## config.mk

```make
export PLATFORM = sky130hd
export DESIGN_NAME = keypad_two_key_code_check_core
export DESIGN_NICKNAME = d
export VERILOG_FILES = /design/src/hdl/kcc_pkg.sv /design/src/hdl/kcc_front.sv /design/src/hdl/kcc_queue.sv /design/src/hdl/kcc_back.sv /design/src/hdl/keypad_two_key_code_check_core.sv
export SDC_FILE = /design/constraint.sdc
export NUM_CORES = 1
export LEC_CHECK = 0
export ABC_AREA = 1
export BUFFER_PORTS_ARGS = -buffer_cell sky130_fd_sc_hd__buf_2
export CAP_MARGIN = 40
export CORE_MARGIN = 2
export CORE_UTILIZATION = 30
export CTS_CLUSTER_DIAMETER = 60
export CTS_CLUSTER_SIZE = 28
export DETAILED_ROUTE_END_ITERATION = 8
export SLEW_MARGIN = 10
export SYNTH_ARGS = -nofsm -noshare
export SYNTH_HDL_FRONTEND = slang
export SYNTH_SLANG_ARGS = --single-unit
```

## constraint.sdc

```tcl
create_clock -name clk -period 2.35 [get_ports clk]
set_input_delay 0 -clock clk [delete_from_list [all_inputs] [get_ports clk]]
set_output_delay 0 -clock clk [all_outputs]
set_load 0.005 [all_outputs]
```

## src/hdl/kcc_pkg.sv

```systemverilog
// Shared types, constants and the key encoder for the two-key code checker.
// Used by the front, queue, back, top level and checker; depends on nothing.
package kcc_pkg;

    localparam int KCC_SCAN_W       = 16;
    localparam int KCC_CHAR_W       = 7;
    localparam int KCC_CFG_IDX_W    = 2;
    localparam int KCC_QUEUE_DEPTH  = 2;

    typedef logic [KCC_SCAN_W-1:0] kcc_scan_t;
    typedef logic [KCC_CHAR_W-1:0] kcc_char_t;
    typedef logic [KCC_CFG_IDX_W-1:0] kcc_cfg_idx_t;

    // Configuration register indexes.
    localparam kcc_cfg_idx_t KCC_CFG_FIRST_KEY  = 2'd0;
    localparam kcc_cfg_idx_t KCC_CFG_SECOND_KEY = 2'd1;

    localparam kcc_char_t KCC_NO_KEY_CHAR     = 7'h5A;
    localparam kcc_char_t KCC_FIRST_KEY_RST   = 7'h41;
    localparam kcc_char_t KCC_SECOND_KEY_RST  = 7'h31;

    // Keypad legend, bit 0 first: * 0 # D 7 8 9 C 4 5 6 B 1 2 3 A.
    localparam kcc_char_t KCC_KEY_TABLE [KCC_SCAN_W] = '{
        7'h2A, 7'h30, 7'h23, 7'h44, 7'h37, 7'h38, 7'h39, 7'h43,
        7'h34, 7'h35, 7'h36, 7'h42, 7'h31, 7'h32, 7'h33, 7'h41
    };

    // One key event handed from the front to the back.
    typedef struct packed {
        kcc_scan_t edge_mask;
        logic      second;
    } kcc_entry_t;

    // Lowest set bit of the mask, as its legend character.
    function automatic kcc_char_t kcc_encode_lowest(input kcc_scan_t mask);
        kcc_char_t ch;
        ch = KCC_NO_KEY_CHAR;
        for (int i = KCC_SCAN_W - 1; i >= 0; i--)
        begin
            if (mask[i])
            begin
                ch = KCC_KEY_TABLE[i];
            end
        end
        return ch;
    endfunction

endpackage

```

## src/hdl/kcc_front.sv

```systemverilog
// Front end: pairs scans, debounces, finds rising edges and runs the key sequencer.
// Pushes one key event per accepted key into the queue; depends on kcc_pkg.
module kcc_front
    import kcc_pkg::*;
(
    input  logic       clk,
    input  logic       rst_n,
    input  logic       in_valid,
    output logic       in_ready,
    input  kcc_scan_t  key_matrix,
    input  logic       queue_full,
    output logic       push,
    output kcc_entry_t push_entry
);

    typedef enum logic [1:0] {
        PH_DISCARD_FIRST,
        PH_WAIT_FIRST,
        PH_DISCARD_SECOND,
        PH_WAIT_SECOND
    } phase_t;

    phase_t    phase_reg, phase_next;
    logic      half_reg;
    kcc_scan_t first_scan_reg;
    kcc_scan_t prev_reg;
    kcc_scan_t sample;
    kcc_scan_t edge_mask;
    logic      accept;
    logic      pair_done;

    assign in_ready  = !queue_full;
    assign accept    = in_valid && in_ready;
    assign pair_done = accept && half_reg;
    assign sample    = first_scan_reg & key_matrix;
    assign edge_mask = sample & ~prev_reg;

    always_comb
    begin
        phase_next = phase_reg;
        push       = 1'b0;
        unique case (phase_reg)
            PH_DISCARD_FIRST:  phase_next = PH_WAIT_FIRST;
            PH_WAIT_FIRST:
            begin
                if (edge_mask != '0)
                begin
                    phase_next = PH_DISCARD_SECOND;
                    push       = pair_done;
                end
            end
            PH_DISCARD_SECOND: phase_next = PH_WAIT_SECOND;
            PH_WAIT_SECOND:
            begin
                if (edge_mask != '0)
                begin
                    phase_next = PH_DISCARD_FIRST;
                    push       = pair_done;
                end
            end
            default:           phase_next = PH_DISCARD_FIRST;
        endcase
    end

    assign push_entry.edge_mask = edge_mask;
    assign push_entry.second    = (phase_reg == PH_WAIT_SECOND);

    always_ff @(posedge clk or negedge rst_n)
    begin
        if (!rst_n)
        begin
            phase_reg      <= PH_DISCARD_FIRST;
            half_reg       <= 1'b0;
            first_scan_reg <= '0;
            prev_reg       <= '0;
        end
        else if (accept)
        begin
            half_reg <= !half_reg;
            if (!half_reg)
            begin
                first_scan_reg <= key_matrix;
            end
            else
            begin
                prev_reg  <= sample;
                phase_reg <= phase_next;
            end
        end
    end

endmodule

```

## src/hdl/kcc_queue.sv

```systemverilog
// Short FIFO of key events between the front and the back.
// Depth is a parameter, two by default; depends on kcc_pkg.
module kcc_queue
    import kcc_pkg::*;
#(
    parameter int DEPTH = KCC_QUEUE_DEPTH
)
(
    input  logic       clk,
    input  logic       rst_n,
    input  logic       push,
    input  kcc_entry_t push_entry,
    output logic       full,
    input  logic       pop,
    output logic       not_empty,
    output kcc_entry_t head
);

    localparam int PTR_W = (DEPTH > 1) ? $clog2(DEPTH) : 1;
    localparam int CNT_W = $clog2(DEPTH + 1);

    kcc_entry_t         slots [DEPTH];
    logic [PTR_W-1:0]   wr_ptr_reg;
    logic [PTR_W-1:0]   rd_ptr_reg;
    logic [CNT_W-1:0]   count_reg;
    logic               do_push;
    logic               do_pop;

    assign full      = (count_reg == CNT_W'(DEPTH));
    assign not_empty = (count_reg != '0);
    assign do_push   = push && !full;
    assign do_pop    = pop && not_empty;
    assign head      = slots[rd_ptr_reg];

    always_ff @(posedge clk)
    begin
        if (do_push)
        begin
            slots[wr_ptr_reg] <= push_entry;
        end
    end

    always_ff @(posedge clk or negedge rst_n)
    begin
        if (!rst_n)
        begin
            wr_ptr_reg <= '0;
            rd_ptr_reg <= '0;
            count_reg  <= '0;
        end
        else
        begin
            if (do_push)
            begin
                wr_ptr_reg <= (wr_ptr_reg == PTR_W'(DEPTH - 1)) ? '0 : wr_ptr_reg + 1'b1;
            end
            if (do_pop)
            begin
                rd_ptr_reg <= (rd_ptr_reg == PTR_W'(DEPTH - 1)) ? '0 : rd_ptr_reg + 1'b1;
            end
            if (do_push && !do_pop)
            begin
                count_reg <= count_reg + 1'b1;
            end
            else if (do_pop && !do_push)
            begin
                count_reg <= count_reg - 1'b1;
            end
        end
    end

endmodule

```

## src/hdl/kcc_back.sv

```systemverilog
// Back end: encodes key events, checks the code and holds the result register.
// Owns the code registers; depends on kcc_pkg.
module kcc_back
    import kcc_pkg::*;
(
    input  logic         clk,
    input  logic         rst_n,
    input  logic         cfg_write,
    input  kcc_cfg_idx_t cfg_index,
    input  kcc_char_t    cfg_data,
    input  logic         queue_not_empty,
    input  kcc_entry_t   head,
    output logic         pop,
    output logic         out_valid,
    input  logic         out_ready,
    output kcc_char_t    key_char,
    output logic         key_position,
    output logic         code_match
);

    kcc_char_t code_first_reg;
    kcc_char_t code_second_reg;
    kcc_char_t held_first_reg;
    logic      out_valid_reg;
    kcc_char_t key_char_reg;
    logic      key_position_reg;
    logic      code_match_reg;
    kcc_char_t head_char;

    assign head_char = kcc_encode_lowest(head.edge_mask);
    assign pop       = queue_not_empty && (!out_valid_reg || out_ready);

    always_ff @(posedge clk or negedge rst_n)
    begin
        if (!rst_n)
        begin
            code_first_reg  <= KCC_FIRST_KEY_RST;
            code_second_reg <= KCC_SECOND_KEY_RST;
        end
        else if (cfg_write)
        begin
            case (cfg_index)
                KCC_CFG_FIRST_KEY:  code_first_reg  <= cfg_data;
                KCC_CFG_SECOND_KEY: code_second_reg <= cfg_data;
                default:            ;
            endcase
        end
    end

    always_ff @(posedge clk or negedge rst_n)
    begin
        if (!rst_n)
        begin
            out_valid_reg  <= 1'b0;
            held_first_reg <= '0;
        end
        else
        begin
            if (pop)
            begin
                out_valid_reg <= 1'b1;
                if (!head.second)
                begin
                    held_first_reg <= head_char;
                end
            end
            else if (out_ready)
            begin
                out_valid_reg <= 1'b0;
            end
        end
    end

    always_ff @(posedge clk)
    begin
        if (pop)
        begin
            key_char_reg     <= head_char;
            key_position_reg <= head.second;
            code_match_reg   <= head.second && (held_first_reg == code_first_reg)
                                && (head_char == code_second_reg);
        end
    end

    assign out_valid    = out_valid_reg;
    assign key_char     = key_char_reg;
    assign key_position = key_position_reg;
    assign code_match   = code_match_reg;

endmodule

```

## src/hdl/keypad_two_key_code_check_core.sv

```systemverilog
// Top level of the two-key keypad code checker: front, key event queue, back.
// Depends on kcc_pkg, kcc_front, kcc_queue and kcc_back.
//
// Usage: each transfer on the input channel (in_valid/in_ready, key_matrix) is one
// full scan of the 16-key matrix. Scans are taken in pairs and ANDed; rising edges
// of that debounced sample drive a sequencer that skips one sample, waits for the
// first key, skips one sample and waits for the second key. Each accepted key is
// one transfer on the output channel (out_valid/out_ready) with key_char,
// key_position (0 first, 1 second) and, on the second key, code_match.
// Throughput is one scan per cycle while the queue is not full; the front's
// registers change only on an accepted scan. A key result passes through the event
// queue and then the output register before it shows on out_valid. When the
// receiver stalls, the output register holds its result, the queue (QUEUE_DEPTH
// events) fills behind it and only then does in_ready drop. The user must write
// the code registers through cfg_write/cfg_index/cfg_data only while idle; the
// block does not enforce it. Reset clears the pairing, the debounce history and
// the sequencer, empties the queue and restores the code to 'A' then '1'.
module keypad_two_key_code_check_core
    import kcc_pkg::*;
#(
    parameter int QUEUE_DEPTH = KCC_QUEUE_DEPTH
)
(
    input  logic         clk,
    input  logic         rst_n,
    input  logic         cfg_write,
    input  kcc_cfg_idx_t cfg_index,
    input  kcc_char_t    cfg_data,
    input  logic         in_valid,
    output logic         in_ready,
    input  kcc_scan_t    key_matrix,
    output logic         out_valid,
    input  logic         out_ready,
    output kcc_char_t    key_char,
    output logic         key_position,
    output logic         code_match
);

    logic       push;
    kcc_entry_t push_entry;
    logic       queue_full;
    logic       pop;
    logic       queue_not_empty;
    kcc_entry_t head;

    kcc_front u_front (
        .clk        (clk),
        .rst_n      (rst_n),
        .in_valid   (in_valid),
        .in_ready   (in_ready),
        .key_matrix (key_matrix),
        .queue_full (queue_full),
        .push       (push),
        .push_entry (push_entry)
    );

    kcc_queue #(
        .DEPTH (QUEUE_DEPTH)
    ) u_queue (
        .clk        (clk),
        .rst_n      (rst_n),
        .push       (push),
        .push_entry (push_entry),
        .full       (queue_full),
        .pop        (pop),
        .not_empty  (queue_not_empty),
        .head       (head)
    );

    kcc_back u_back (
        .clk             (clk),
        .rst_n           (rst_n),
        .cfg_write       (cfg_write),
        .cfg_index       (cfg_index),
        .cfg_data        (cfg_data),
        .queue_not_empty (queue_not_empty),
        .head            (head),
        .pop             (pop),
        .out_valid       (out_valid),
        .out_ready       (out_ready),
        .key_char        (key_char),
        .key_position    (key_position),
        .code_match      (code_match)
    );

endmodule

```

# Yosys cells after proc, flatten, opt, wreduce, memory -nomap -nowiden
# Memory sizes are Yosys's and may differ from the RTL's.
# Cells that the tools add are included.
# W data, S select, Z words.
word_totals:
  reg_bits: 70
  ramBits: 34
  input_bits: 30
  out_inout_bits: 11
  elab_cells: 90
  mem_count: 1
op_classes:
  n_addsub: 4
  eq_ne: 9
  muxes: 29
  bitwise_logic: 5
  reduce_logical: 28
mem_list:
  columns: ["name", "depth", "width", "read_ports", "rd_ports_with_merged_regs", "wr", "line_no", "text"]
  rows:
  - ["u_queue.slots", 2, 17, 1, 0, 1, "kcc_queue.sv:22", "kcc_entry_t slots [DEPTH];"]
op_table:
  columns: ["cell", "n"]
  rows:
  - ["$mux W7", 15]
  - ["$and A16 B16 Y16", 2]
  - ["$not A16 Y16", 1]
  - ["$reduce_bool A16 Y1", 1]
  - ["$eq A7 B7 Y1", 2]
  - ["$reduce_and A2 Y1", 5]
  - ["$logic_and A1 B1 Y1", 9]
  - ["$mux W1", 8]
  - ["$mux W2", 4]
  - ["$pmux W2 S4", 1]
  - ["$eq A2 B2 Y1 const B", 3]
  - ["$reduce_bool A2 Y1", 3]
  - ["$logic_not A1 Y1", 5]
  - ["$mux W5", 1]
  - ["$eq A2 B1 Y1 const B", 2]
  - ["$logic_not A2 Y1", 2]
  - ["$reduce_and A4 Y1", 1]
  - ["$add A1 B1 Y1 const B", 2]
  - ["$add A2 B1 Y2 const B", 1]
  - ["$ne A2 B1 Y1 const B", 1]
  - ["$ne A2 B2 Y1 const B", 1]
  - ["$not A1 Y1", 2]
  - ["$reduce_or A2 Y1", 1]
  - ["$sub A2 B1 Y2 const B", 1]
  - ["$logic_or A1 B1 Y1", 1]

# Longest topological paths before layout
# Gate-level depths: netlist of the first run.
# An unclocked memory read counts as a cell.
depth:
  word_depth: 19
  depth_mapped: 20
  mapped_depth_nobuf: 18

# Hierarchy
# A second synthesis of the first run with hierarchy kept.
unflattened:
  hier_cells: 494
  hier_area_um2: 4865.9
by_module_without_submodules:
  columns: ["module", "n_inst", "cells_each", "area_each_um2", "seq_area_each_um2"]
  rows:
  - ["kcc_front", 1, 160, 1642.8, 875.8]
  - ["kcc_back", 1, 214, 1617.8, 827.0]
  - ["kcc_queue", 1, 120, 1605.3, 1121.1]

# Worst setup path after synthesis of the first run
# Ideal clock, no wire load.
synth_timing:
  kind: "register to register"
  startpoint: "reg u_queue.count_reg[0]"
  endpoint: "mem u_queue.slots[1][0] in the netlist's numbering, enable pin"
  setup_ps: 392
  t_arrival_ps: 1896
  required_time_ps: 1958
  path_slack_ps: 62
  stages_incl_launch_ff: 9
  path_buffers: 0
  period_less_slack_ps: 2288
  path_cell_list: "dfrtp_1 > inv_1 > nand2_1 > nand2_1 > nor2_1 > nand2_1 > nor2_1 > inv_1 > nor2_1"
synth_via:
  elab_chain_len: 9
synth_lines:
  columns: ["item", "line_no", "text"]
  rows:
  - ["start, declared", "kcc_queue.sv:25", "logic [CNT_W-1:0] count_reg;"]
  - ["start signal, assigned", "kcc_queue.sv:63", "count_reg <= count_reg + 1'b1;"]
  - ["start signal, assigned", "kcc_queue.sv:67", "count_reg <= count_reg - 1'b1;"]
  - ["$eq A2 B2 Y1 (*)", "kcc_queue.sv:29", "assign full = (count_reg == CNT_W'(DEPTH));"]
  - ["$logic_not A1 Y1 (*)", "kcc_front.sv:32", "assign in_ready = !queue_full;"]
  - ["named net in_ready", "keypad_two_key_code_check_core.sv:30", "output logic in_ready,"]
  - ["$logic_and A1 B1 Y1", "kcc_front.sv:33", "assign accept = in_valid && in_ready;"]
  - ["$logic_and A1 B1 Y1", "kcc_front.sv:34", "assign pair_done = accept && half_reg;"]
  - ["$mux W1", "kcc_front.sv:46, kcc_front.sv:55", null]
  - ["$mux W1", null, null]
  - ["$logic_and A1 B1 Y1 (*)", "kcc_queue.sv:31", "assign do_push = push && !full;"]
  - ["named net u_queue.do_push", "kcc_queue.sv:26", "logic do_push;"]
  - ["$mux W1 (*)", "kcc_queue.sv:37", "if (do_push)"]
  - ["$mux W1 (implied by the code) (*)", "kcc_queue.sv:39", "slots[wr_ptr_reg] <= push_entry;"]
  - ["end, declared", "kcc_queue.sv:22", null]
# Mark *: on every way through the listed nets, which the timed path passes. The rest lies on a longest branch.

# Final worst setup path of the first run
layout_timing:
  startpoint: "reg u_queue.rd_ptr_reg"
  endpoint: "reg u_back.code_match_reg (netlist: u_back.code_match), data pin"
layout_via:
  elab_chain_len: 19
  elab_cells_between_ends: 20
  classes_between: "1 x eq/ne; 16 x mux; 2 x reduce/logical; 1 x memory"
layout_lines:
  columns: ["item", "line_no", "text"]
  rows:
  - ["start, declared", "kcc_queue.sv:24", "logic [PTR_W-1:0] rd_ptr_reg;"]
  - ["start signal, assigned", "kcc_queue.sv:59", "rd_ptr_reg <= (rd_ptr_reg == PTR_W'(DEPTH - 1)) ? '0 : rd_ptr_reg + 1'b1;"]
  - ["$mem_v2 Z2 W17 (*)", null, null]
  - ["$mux W5", "kcc_pkg.sv:40", "if (mask[i])"]
  - ["$mux W7 (14 in series)", "kcc_pkg.sv:40", null]
  - ["$mux W7 (*)", "kcc_pkg.sv:40", null]
  - ["named net u_back.head_char[3]", "kcc_back.sv:28", "kcc_char_t head_char;"]
  - ["$eq A7 B7 Y1 (*)", "kcc_back.sv:81", "&& (head_char == code_second_reg);"]
  - ["$logic_and A1 B1 Y1 (*)", "kcc_back.sv:81", null]
  - ["end signal, assigned", "kcc_back.sv:80", "code_match_reg <= head.second && (held_first_reg == code_first_reg)"]
  - ["end, declared", "kcc_back.sv:27", "logic code_match_reg;"]
# Marked as above.
# A chain may end at the register's enable or synchronous reset.

==> flow_summary.yaml, run 1 <==
timing:
  finalHoldViolations: 0
  relSlewSlack_pct: 65.9
  timing.fmax_mhz: 482
  finalSetupViolations: 0
  rsz0062_at_grt: "false"
  worst_clock_skew_ns: 0.00769
  slew_violations: 0
  finalCriticalPeriod_ns: 2.08
  setup_tns_ns: 0
  min_period_over_period_pct: 88.3
  tightest_slew_ns: 0.511
setup_path:
  cpMostUsedCell: "nand2_1"
  crit_family: "simple AND/OR/NAND/NOR gates"
  cp_num_buf_inv: 2
  ff2ff_path_depth: 17
  worstSetupEndpointType: "flip-flop"
  cp_cell_sequence: "buf_12, inv_4, nand2_1, nand2_1, nand2_2, nor2_2, nand3_1, nand2_1, nand2_1, nand2_1, nand2_1, nand2_1, nor2_1, nand2_1, nor2_1, nand3_1, nor2_1"
  critPathSlowestCell: "dfrtp_1"
  r2r-end: "u_back.code_match$_DFFE_PP_"
  reg2reg_slack_ns: 0.27
  criticalPathCategory: "reg2reg"
  required_ns: 2.45
  critPathArrivalTime_ns: 2.18
  cp-start-kind: "flip-flop"
  slowest_delay_ns: 0.40
  worstPathMaxFanout: 26
  r2r_start: "u_queue.rd_ptr_reg$_DFFE_PN0P_"
yosys:
  yosys_warnings: 0
  avgSynthCellArea_um2: 9.95
  synthCells: 469
  async_flop_share_pct: 58.7
  synth_cell_types: 33
  synth_edf_count: 43
  yosysSeqAreaShare_pct: 60.5
  synth_area_mm2: 0.00467
  ys.flop_type: "dfrtp_1"
  synth_seq_cells: 104
  syn-num-nets: 504
cells_and_area:
  largest_reg_flops: 34
  fin_cells: 738
  final_nets: 580
  area_growth_pct: 22.2
  drive_gt1_share_pct: 21.1
  diodes: 0
global_routing:
  grt_pass1_wl_um: 15000
  gr-total-overflow: 0
  antenna_found_initial: 0
  grt_max_degree: 38
  grt_pass1_vias: 3204
  grt_use_total_pct: 11.3
clock_network:
  clk_pin_slew_worst_paths_ns: 0.07
  clk_latency_ns: 0.34
  ctsHoldBuffers: 26
  cts_max_path_buffers: 2
  root_buffer: "clkbuf_16"
  numCtsBuffers: 9
  cts_tree: "done"
  cts_setup_buffers: 0
  ctsResizeCount: 0
  cts_max_level: 3
  cts_sinks: 104
floorplanning:
  rows: 45
  dieArea_mm2: 0.0166
  die_y_um: 129
  core_mm2: 0.0152
  start_util_pct: 30.7
  die_w_um: 129
  io_pins: 41
drt:
  ant_nets: 0
  vias: 3276
  wirelength_um: 8660
  drtIter0Drc: 114
  drt-pass1-iter-count: 4
  wl_per_cell_um: 11.7
  drc: 0
  via_per_inst: 4.44
hold_path:
  whs_path_depth: 4
  worstHoldPathType: "in2reg"
  min_to: "u_back.code_first_reg[6]$_DFFE_PN1P_"
  hp-start: "cfg_write"
run:
  cap_violations: 0
placed_design:
  port_buffers: 40
  hpwl_um: 6400
  placed_cells: 696
  finalWeightedCongestion: 0.821
power:
  power_density_mw_per_mm2: 1150
  ir_worst_vdd_uv: 601
  power_leakage_nw: 2.61
run_status:
  outcome: "finished, final reports clean"
## layout by cell type (no fill, tap or decap), drive strengths merged
| cell type | Yosys | routed |
|---|---|---|
| nand4 | 2 | 2 |
| nand3b | 2 | 2 |
| bufinv | 0 | 1 |
| mux2 | 16 | 16 |
| dfrtp | 56 | 56 |
| dfstp | 5 | 5 |
| edfxtp | 43 | 43 |
| and2 | 1 | 1 |
| a21oi | 3 | 3 |
| clkinvlp | 0 | 1 |
| ha | 5 | 5 |
| inv | 65 | 66 |
| nor3 | 2 | 2 |
| o21ai | 52 | 52 |
| nor2 | 35 | 35 |
| nand2 | 127 | 127 |
| buf | 5 | 49 |
| xnor2 | 8 | 8 |
| nand3 | 25 | 25 |
| xor2 | 2 | 2 |
| clkbuf | 5 | 13 |
| a31oi | 2 | 2 |
| or2 | 4 | 4 |
| nor4 | 4 | 4 |
| dlygate4sd3 | 0 | 26 |
## worst max-delay path by stage
stage / start / end / slack, ns / cells after the start
after floorplan: u_queue.count_reg[0]$_DFFE_PN0P_ / u_queue.slots[1][0]$_DFFE_PP_ / 0.06 / 8
after global placement: u_front.first_scan_reg[15]$_DFFE_PN0P_ / u_queue.count_reg[1]$_DFFE_PN0P_ / 0.22 / 10
after detailed placement: u_front.first_scan_reg[10]$_DFFE_PN0P_ / u_queue.count_reg[1]$_DFFE_PN0P_ / 0.25 / 10
after CTS: u_front.first_scan_reg[10]$_DFFE_PN0P_ / u_queue.count_reg[1]$_DFFE_PN0P_ / 0.22 / 10
after global routing: u_queue.rd_ptr_reg$_DFFE_PN0P_ / u_back.code_match$_DFFE_PP_ / 0.02 / 16
final: u_queue.rd_ptr_reg$_DFFE_PN0P_ / u_back.code_match$_DFFE_PP_ / 0.27 / 17
## stage by stage
stage | utilization [%] | hold WS [ns] | setup slack, ns | total power, W | instance area [µm²]
floorplan | - | -0.296 | 0.0618 | 0.00447 | 4670
global placement | 33.6 | 0.165 | 0.220 | 0.00496 | 5100
detailed placement | 33.7 | 0.0132 | 0.252 | 0.00506 | 5120
CTS | 37.5 | 0.167 | 0.216 | 0.00666 | 5700
global route | 37.5 | 0.226 | 0.0249 | 0.00709 | 5700
finish | 37.5 | 0.176 | 0.274 | 0.00658 | 5700
## routing by layer
layer	wire length, µm	track usage (%)
met5	0	0
met4	165	4.92
met3	252	2.29
met2	4220	18.5
met1	4020	14.6
## cells by family (layout without fill, tap and decap cells)
family | after synthesis | count (layout) | synth area share, %
xor+xnor | 10 | 10 | 1.88
buf+inv | 75 | 156 | 6.89
simple gates | 202 | 202 | 18.7
mux | 16 | 16 | 3.86
compound gates | 57 | 57 | 6.81
fa+ha+maj | 5 | 5 | 1.34
flops | 104 | 104 | 60.5
## cell usage after synthesis (2+ instances only)
cell	count	share of area [%]
clkbuf_1	5	0.40
xor2_1	2	0.38
o21ai_2	8	1.5
nor2_1	31	2.5
a21oi_1	3	0.32
nand2_2	10	1.3
o21ai_1	7	0.75
or2_1	2	0.27
nand3b_1	2	0.32
mux2_2	16	3.9
buf_6	3	0.72
xnor2_1	8	1.5
dfstp_2	5	2.8
dfrtp_1	56	30
nor2_2	4	0.54
inv_2	4	0.32
o21ai_0	37	4.0
inv_4	2	0.27
edfxtp_1	43	28
nand4_1	2	0.27
nor4_1	4	0.54
or2_2	2	0.27
ha_1	5	1.3
nand2_1	117	9.4
inv_1	59	4.7
nand3_1	24	2.6
a31oi_1	2	0.27
## power breakdown
group          switching, W  internal, W  leakage [nW]
sequential         0.000272      0.00255          1.14
combinational       0.00132     0.000879          1.32
clock              0.000629     0.000924         0.152
total               0.00222      0.00436          2.61
## worst register-to-register path, stage by stage, from the launching register on
cell and delay [ns]:
dfrtp_1 0.40, buf_12 0.17, inv_4 0.13, nand2_1 0.07
nand2_1 0.16, nand2_2 0.10, nor2_2 0.12, nand3_1 0.09
nand2_1 0.07, nand2_1 0.10, nand2_1 0.10, nand2_1 0.05
nand2_1 0.06, nor2_1 0.04, nand2_1 0.05, nor2_1 0.04
nand3_1 0.06, nor2_1 0.04
## area by class of cell
type,count,area (µm²)
fillers,1495,9500
flip-flops and latches,104,2820
multi-input cells,290,1520
repair buffers,75,553
clock buffers,13,272
inverters,65,249
well taps,188,235
clock inverters,3,46.3
Power figures use the tool's default switching activity.
==> run 2: changes to the inputs <==
--- a/config.mk
+++ b/config.mk
@@ -6,13 +6,13 @@
 export NUM_CORES = 1
 export LEC_CHECK = 0
 export ABC_AREA = 1
-export BUFFER_PORTS_ARGS = -buffer_cell sky130_fd_sc_hd__buf_2
 export CAP_MARGIN = 40
 export CORE_MARGIN = 2
 export CORE_UTILIZATION = 30
 export CTS_CLUSTER_DIAMETER = 60
 export CTS_CLUSTER_SIZE = 28
 export DETAILED_ROUTE_END_ITERATION = 8
+export DONT_BUFFER_PORTS = 1
 export SLEW_MARGIN = 10
 export SYNTH_ARGS = -nofsm -noshare
 export SYNTH_HDL_FRONTEND = slang
==> flow_summary.yaml, run 2 (synthesized netlist as in run 1, its figures left out) <==
cells_and_area:
  n_fill_cell: 1497
  diodes: 0
  layout_common_cells: "nand2_1, inv_1, dfrtp_1, edfxtp_1, o21ai_0"
  area_growth_pct: 17.0
  final_common_cell: "nand2_1"
  fin_cells: 696
  drive_gt1_share_pct: 15.0
  final_nets: 538
  largest_reg_flops: 34
clock_network:
  cts_max_level: 3
  clk_pin_slew_worst_paths_ns: 0.07
  numCtsBuffers: 9
  root_buffer: "clkbuf_16"
  cts_max_path_buffers: 2
  cts_sinks: 104
  cts_tree: "done"
  clk_latency_ns: 0.35
timing:
  finalCriticalPeriod_ns: 2.09
  tightest_slew_ns: 0.489
  setup_tns_ns: 0
  worst_clock_skew_ns: 0.00975
  min_period_over_period_pct: 89.1
  finalHoldViolations: 0
  rsz0062_at_grt: "false"
  slew_violations: 0
  finalSetupViolations: 0
  timing.fmax_mhz: 478
  relSlewSlack_pct: 67.4
power:
  power_density_mw_per_mm2: 1160
  ir_worst_vdd_uv: 678
  power_leakage_nw: 2.44
placed_design:
  port_buffers: 0
  placed_cells: 653
  hpwl_um: 6130
  finalWeightedCongestion: 0.818
floorplanning:
  rows: 45
  core_mm2: 0.0152
  io_pins: 41
  start_util_pct: 30.7
  die_y_um: 129
  die_w_um: 129
  dieArea_mm2: 0.0166
drt:
  wirelength_um: 8650
  wl_met1_um: 4010
  drtIter0Drc: 183
  drt-pass1-iter-count: 5
  top_layer: "met4"
  via_per_inst: 4.50
  met2_length_um: 4100
  wl_per_cell_um: 12.4
  wl_met3_um: 326
  vias: 3131
  drc: 0
  ant_nets: 0
setup_path:
  critPathSlowestCell: "dfrtp_1"
  cp_num_buf_inv: 1
  worstPathMaxFanout: 22
  criticalPathCategory: "reg2reg"
  required_ns: 2.56
  cp_cell_sequence: "buf_12, nand2_1, nand2_1, nand2_2, nor2_2, nand3_1, nand2_1, nand2_1, nand3_1, nand2_1, nor2_1, nand2_1, nor2_1, nand3_1, nor2_1"
  crit_family: "simple AND/OR/NAND/NOR gates"
  reg2reg_slack_ns: 0.26
  worstSetupEndpointType: "flip-flop"
  cp-start-kind: "flip-flop"
  cpMostUsedCell: "nand2_1"
  slowest_delay_ns: 0.50
  critPathArrivalTime_ns: 2.30
run:
  cap_violations: 0
run_status:
  outcome: "finished, final reports clean"
global_routing:
  grt_use_total_pct: 11.2
  grt_max_degree: 62
  gr-total-overflow: 0
  grt_pass1_vias: 3062
  antenna_found_initial: 0
  grt_pass1_wl_um: 14400
hold_path:
  worstHoldPathType: "in2reg"
[run 2: cell type report]
cell class	instances	area, µm²	share of cell area (%)
Clock inverter	6	48.8	0.894
Sequential cell	104	2820	51.7
Multi-Input combinational cell	290	1530	28.0
Inverter	65	249	4.56
Tap cell	188	235	4.31
Timing Repair Buffer	33	345	6.33
Clock buffer	10	229	4.20
[run 2: stage by stage]
step	hold WS, ns	worst slack, ns	total power [W]	util [%]	cell area, µm²
floorplan	-0.296	0.0618	0.00447	-	4670
global placement	-0.294	0.248	0.00484	32.1	4890
detailed placement	-0.294	0.237	0.00493	32.1	4890
CTS	0.0119	0.217	0.00644	35.9	5450
global route	0.0447	0.0218	0.00685	35.9	5460
finish	0.0239	0.257	0.00636	35.9	5460
[run 2: worst paths after layout]
path                                                  start                                    to  cells after the start
setup / recovery             u_queue.rd_ptr_reg$_DFFE_PN0P_           u_back.code_match$_DFFE_PP_                     15
hold / removal                                     in_valid          u_front.half_reg$_DFFE_PN0P_                      3
setup reg to reg             u_queue.rd_ptr_reg$_DFFE_PN0P_           u_back.code_match$_DFFE_PP_                     15
hold reg to reg            u_queue.count_reg[0]$_DFFE_PN0P_      u_queue.count_reg[0]$_DFFE_PN0P_                      1
max in group asynchronous                             rst_n  u_back.code_first_reg[6]$_DFFE_PN1P_                      2
min in group asynchronous                             rst_n  u_back.held_first_reg[1]$_DFFE_PN0P_                      2
[run 2: repair_timing]
action / 4_1_cts / 5_1_grt
setup endpoints to repair: 0 / 1
hold buffers: 27 / 0
gates resized for setup: 0 / 1
setup buffers: 0 / 0
endpoints found under the hold margin: 141 / 0
[run 2: layer usage]
metal  vias up  GRT usage, %
met5         -             0
met4         0          5.05
met3        16          3.58
met2        62          18.0
met1      1470          13.9
li1       1583             -
[run 2: worst reg2reg max path, delay by kind of cell, from the launching register on]
family	cells	cell delay [ns]
flip-flops	1	0.50
buffers and inverters	1	0.21
AND/OR/NAND/NOR	14	1.23
[run 2: power by group]
group / internal (W) / switching (W) / leakage (nW) / total (W)
Sequential: 0.00256 / 0.000306 / 1.14 / 0.00286
Combinational: 0.000810 / 0.00127 / 1.15 / 0.00208
Clock: 0.000736 / 0.000675 / 0.140 / 0.00141
Total: 0.00410 / 0.00225 / 2.44 / 0.00636
==> run 3: changes to the inputs <==
--- a/config.mk
+++ b/config.mk
@@ -9,6 +9,7 @@
 export CAP_MARGIN = 40
 export CORE_MARGIN = 2
 export CORE_UTILIZATION = 30
+export CTS_BUF_LIST = sky130_fd_sc_hd__clkbuf_4
 export CTS_CLUSTER_DIAMETER = 60
 export CTS_CLUSTER_SIZE = 28
 export DETAILED_ROUTE_END_ITERATION = 8
==> flow_summary.yaml, run 3 (synthesized netlist as in run 1, its figures left out) <==
run_status:
  outcome: "finished, final reports clean"
run:
  cap_violations: 0
drt:
  vias: 3131
  drc: 0
  wirelength_um: 8700
  met2_length_um: 4140
  top_layer: "met4"
  wl_per_cell_um: 12.3
  via_per_inst: 4.43
  ant_nets: 0
  drtIter0Drc: 191
  wl_met1_um: 4090
  wl_met3_um: 297
  drt-pass1-iter-count: 4
floorplanning:
  rows: 45
  dieArea_mm2: 0.0166
  start_util_pct: 30.7
  io_pins: 41
  core_mm2: 0.0152
  die_y_um: 129
  die_w_um: 129
cells_and_area:
  fin_util_pct: 35.5
  final_nets: 547
  area_growth_pct: 15.7
  largest_reg_flops: 34
  final_common_cell: "nand2_1"
  layout_common_cells: "nand2_1, inv_1, dfrtp_1, edfxtp_1, o21ai_0"
  n_fill_cell: 1497
  drive_gt1_share_pct: 14.9
timing:
  worst_clock_skew_ns: 0.0275
  rsz0062_at_grt: "false"
  setup_tns_ns: 0
  finalSetupViolations: 0
  finalHoldViolations: 0
  finalCriticalPeriod_ns: 2.11
  tightest_slew_ns: 0.489
  min_period_over_period_pct: 89.8
  relSlewSlack_pct: 67.4
  hold_ws_ns: 0.0880
  timing.fmax_mhz: 474
  slew_violations: 0
placed_design:
  hpwl_um: 6130
  finalWeightedCongestion: 0.818
  port_buffers: 0
setup_path:
  criticalPathCategory: "reg2reg"
  required_ns: 2.68
  worstSetupEndpointType: "flip-flop"
  cp-start-kind: "flip-flop"
  worstPathMaxFanout: 22
  critPathArrivalTime_ns: 2.44
global_routing:
  antenna_found_initial: 1
  grt_use_total_pct: 11.3
  grt_max_degree: 62
  grt_pass1_vias: 3073
  grt_pass1_wl_um: 14600
  gr-total-overflow: 0
clock_network:
  root_buffer: "clkbuf_4"
  cts_max_level: 3
  cts_sinks: 104
  clk_latency_ns: 0.47
  cts_tree: "done"
  clk_pin_slew_worst_paths_ns: 0.16
  cts_max_path_buffers: 2
  numCtsBuffers: 9
  cts_setup_buffers: 0
power:
  power_leakage_nw: 2.41
  power_density_mw_per_mm2: 1080
  ir_worst_vdd_uv: 646
hold_path:
  worstHoldPathType: "in2async"
==> run 3: cell types whose count changed in the layout (fill, tap and decap cells not counted) <==
cell           before  now
clkbuf_4            0   10
clkbuf_16           9    0
clkbuf_1            1    0
diode_2             0    1
dlygate4sd3_1      26   35
==> run 3: timing repair <==
| action | 4_1_cts | 5_1_grt |
|---|---|---|
| setup endpoints to repair | 0 | 1 |
| gates resized for setup | 0 | 1 |
| hold endpoints to repair | 144 | 0 |
| hold buffers | 36 | 0 |
==> run 3: worst paths after layout <==
check                                            startpoint                                    to  slack, ns  cells past startpoint
hold / removal                                        rst_n      u_queue.count_reg[0]$_DFFE_PN0P_       0.09                      2
setup / recovery             u_queue.rd_ptr_reg$_DFFE_PN0P_           u_back.code_match$_DFFE_PP_       0.24                     15
max in group asynchronous                             rst_n  u_back.code_first_reg[0]$_DFFE_PN1P_       1.97                      2
hold reg to reg            u_queue.count_reg[0]$_DFFE_PN0P_      u_queue.count_reg[0]$_DFFE_PN0P_       0.49                      1
min in group clk                                  out_ready          u_back.out_valid$_DFFE_PN0P_       0.20                      2
setup reg to reg             u_queue.rd_ptr_reg$_DFFE_PN0P_           u_back.code_match$_DFFE_PP_       0.24                     15
==> run 3: metrics by stage <==
step           setup WS, ns  power [W]  area (µm²)  std cells
2_1_floorplan        0.0618    0.00447        4670        469
3_3_place_gp          0.248    0.00484        4890        653
3_5_place_dp          0.237    0.00493        4890        653
4_1_cts               0.183    0.00588        5390        705
5_1_grt             0.00651    0.00629        5400        706
6_report              0.239    0.00581        5400        706
==> run 3: report_power, final <==
part           total (W)  switching (W)  internal, W
clock network   0.000856       0.000607     0.000248
registers        0.00285       0.000305      0.00255
logic            0.00210        0.00127     0.000829
total            0.00581        0.00219      0.00363
==> run 3: final cells by class <==
cell class	count	area [µm²]	share of cell area (%)
antenna	1	2.50	0.0464
clock inverter	6	48.8	0.904
sequential	104	2820	52.3
timing repair buffer	42	435	8.07
tap	188	235	4.36
multi-input combinational	290	1530	28.3
inverter	65	249	4.61
clock buffer	10	75.1	1.39
==> run 3: critical path: stages (launching register included) <==
cell     delay, ns
dfrtp_1       0.53
buf_12        0.21
nand2_1       0.07
nand2_1       0.16
nand2_2       0.09
nor2_2        0.11
nand3_1       0.09
nand2_1       0.07
nand2_1       0.09
nand3_1       0.08
nand2_1       0.06
nor2_1        0.08
nand2_1       0.05
nor2_1        0.09
nand3_1       0.07
nor2_1        0.11
==> run 3: per-layer routing <==
metal | global-route usage [%] | vias up
li1 | - | 1605
met5 | 0 | -
met1 | 14.2 | 1459
met3 | 3.16 | 13
met2 | 18.2 | 54
met4 | 4.80 | 0
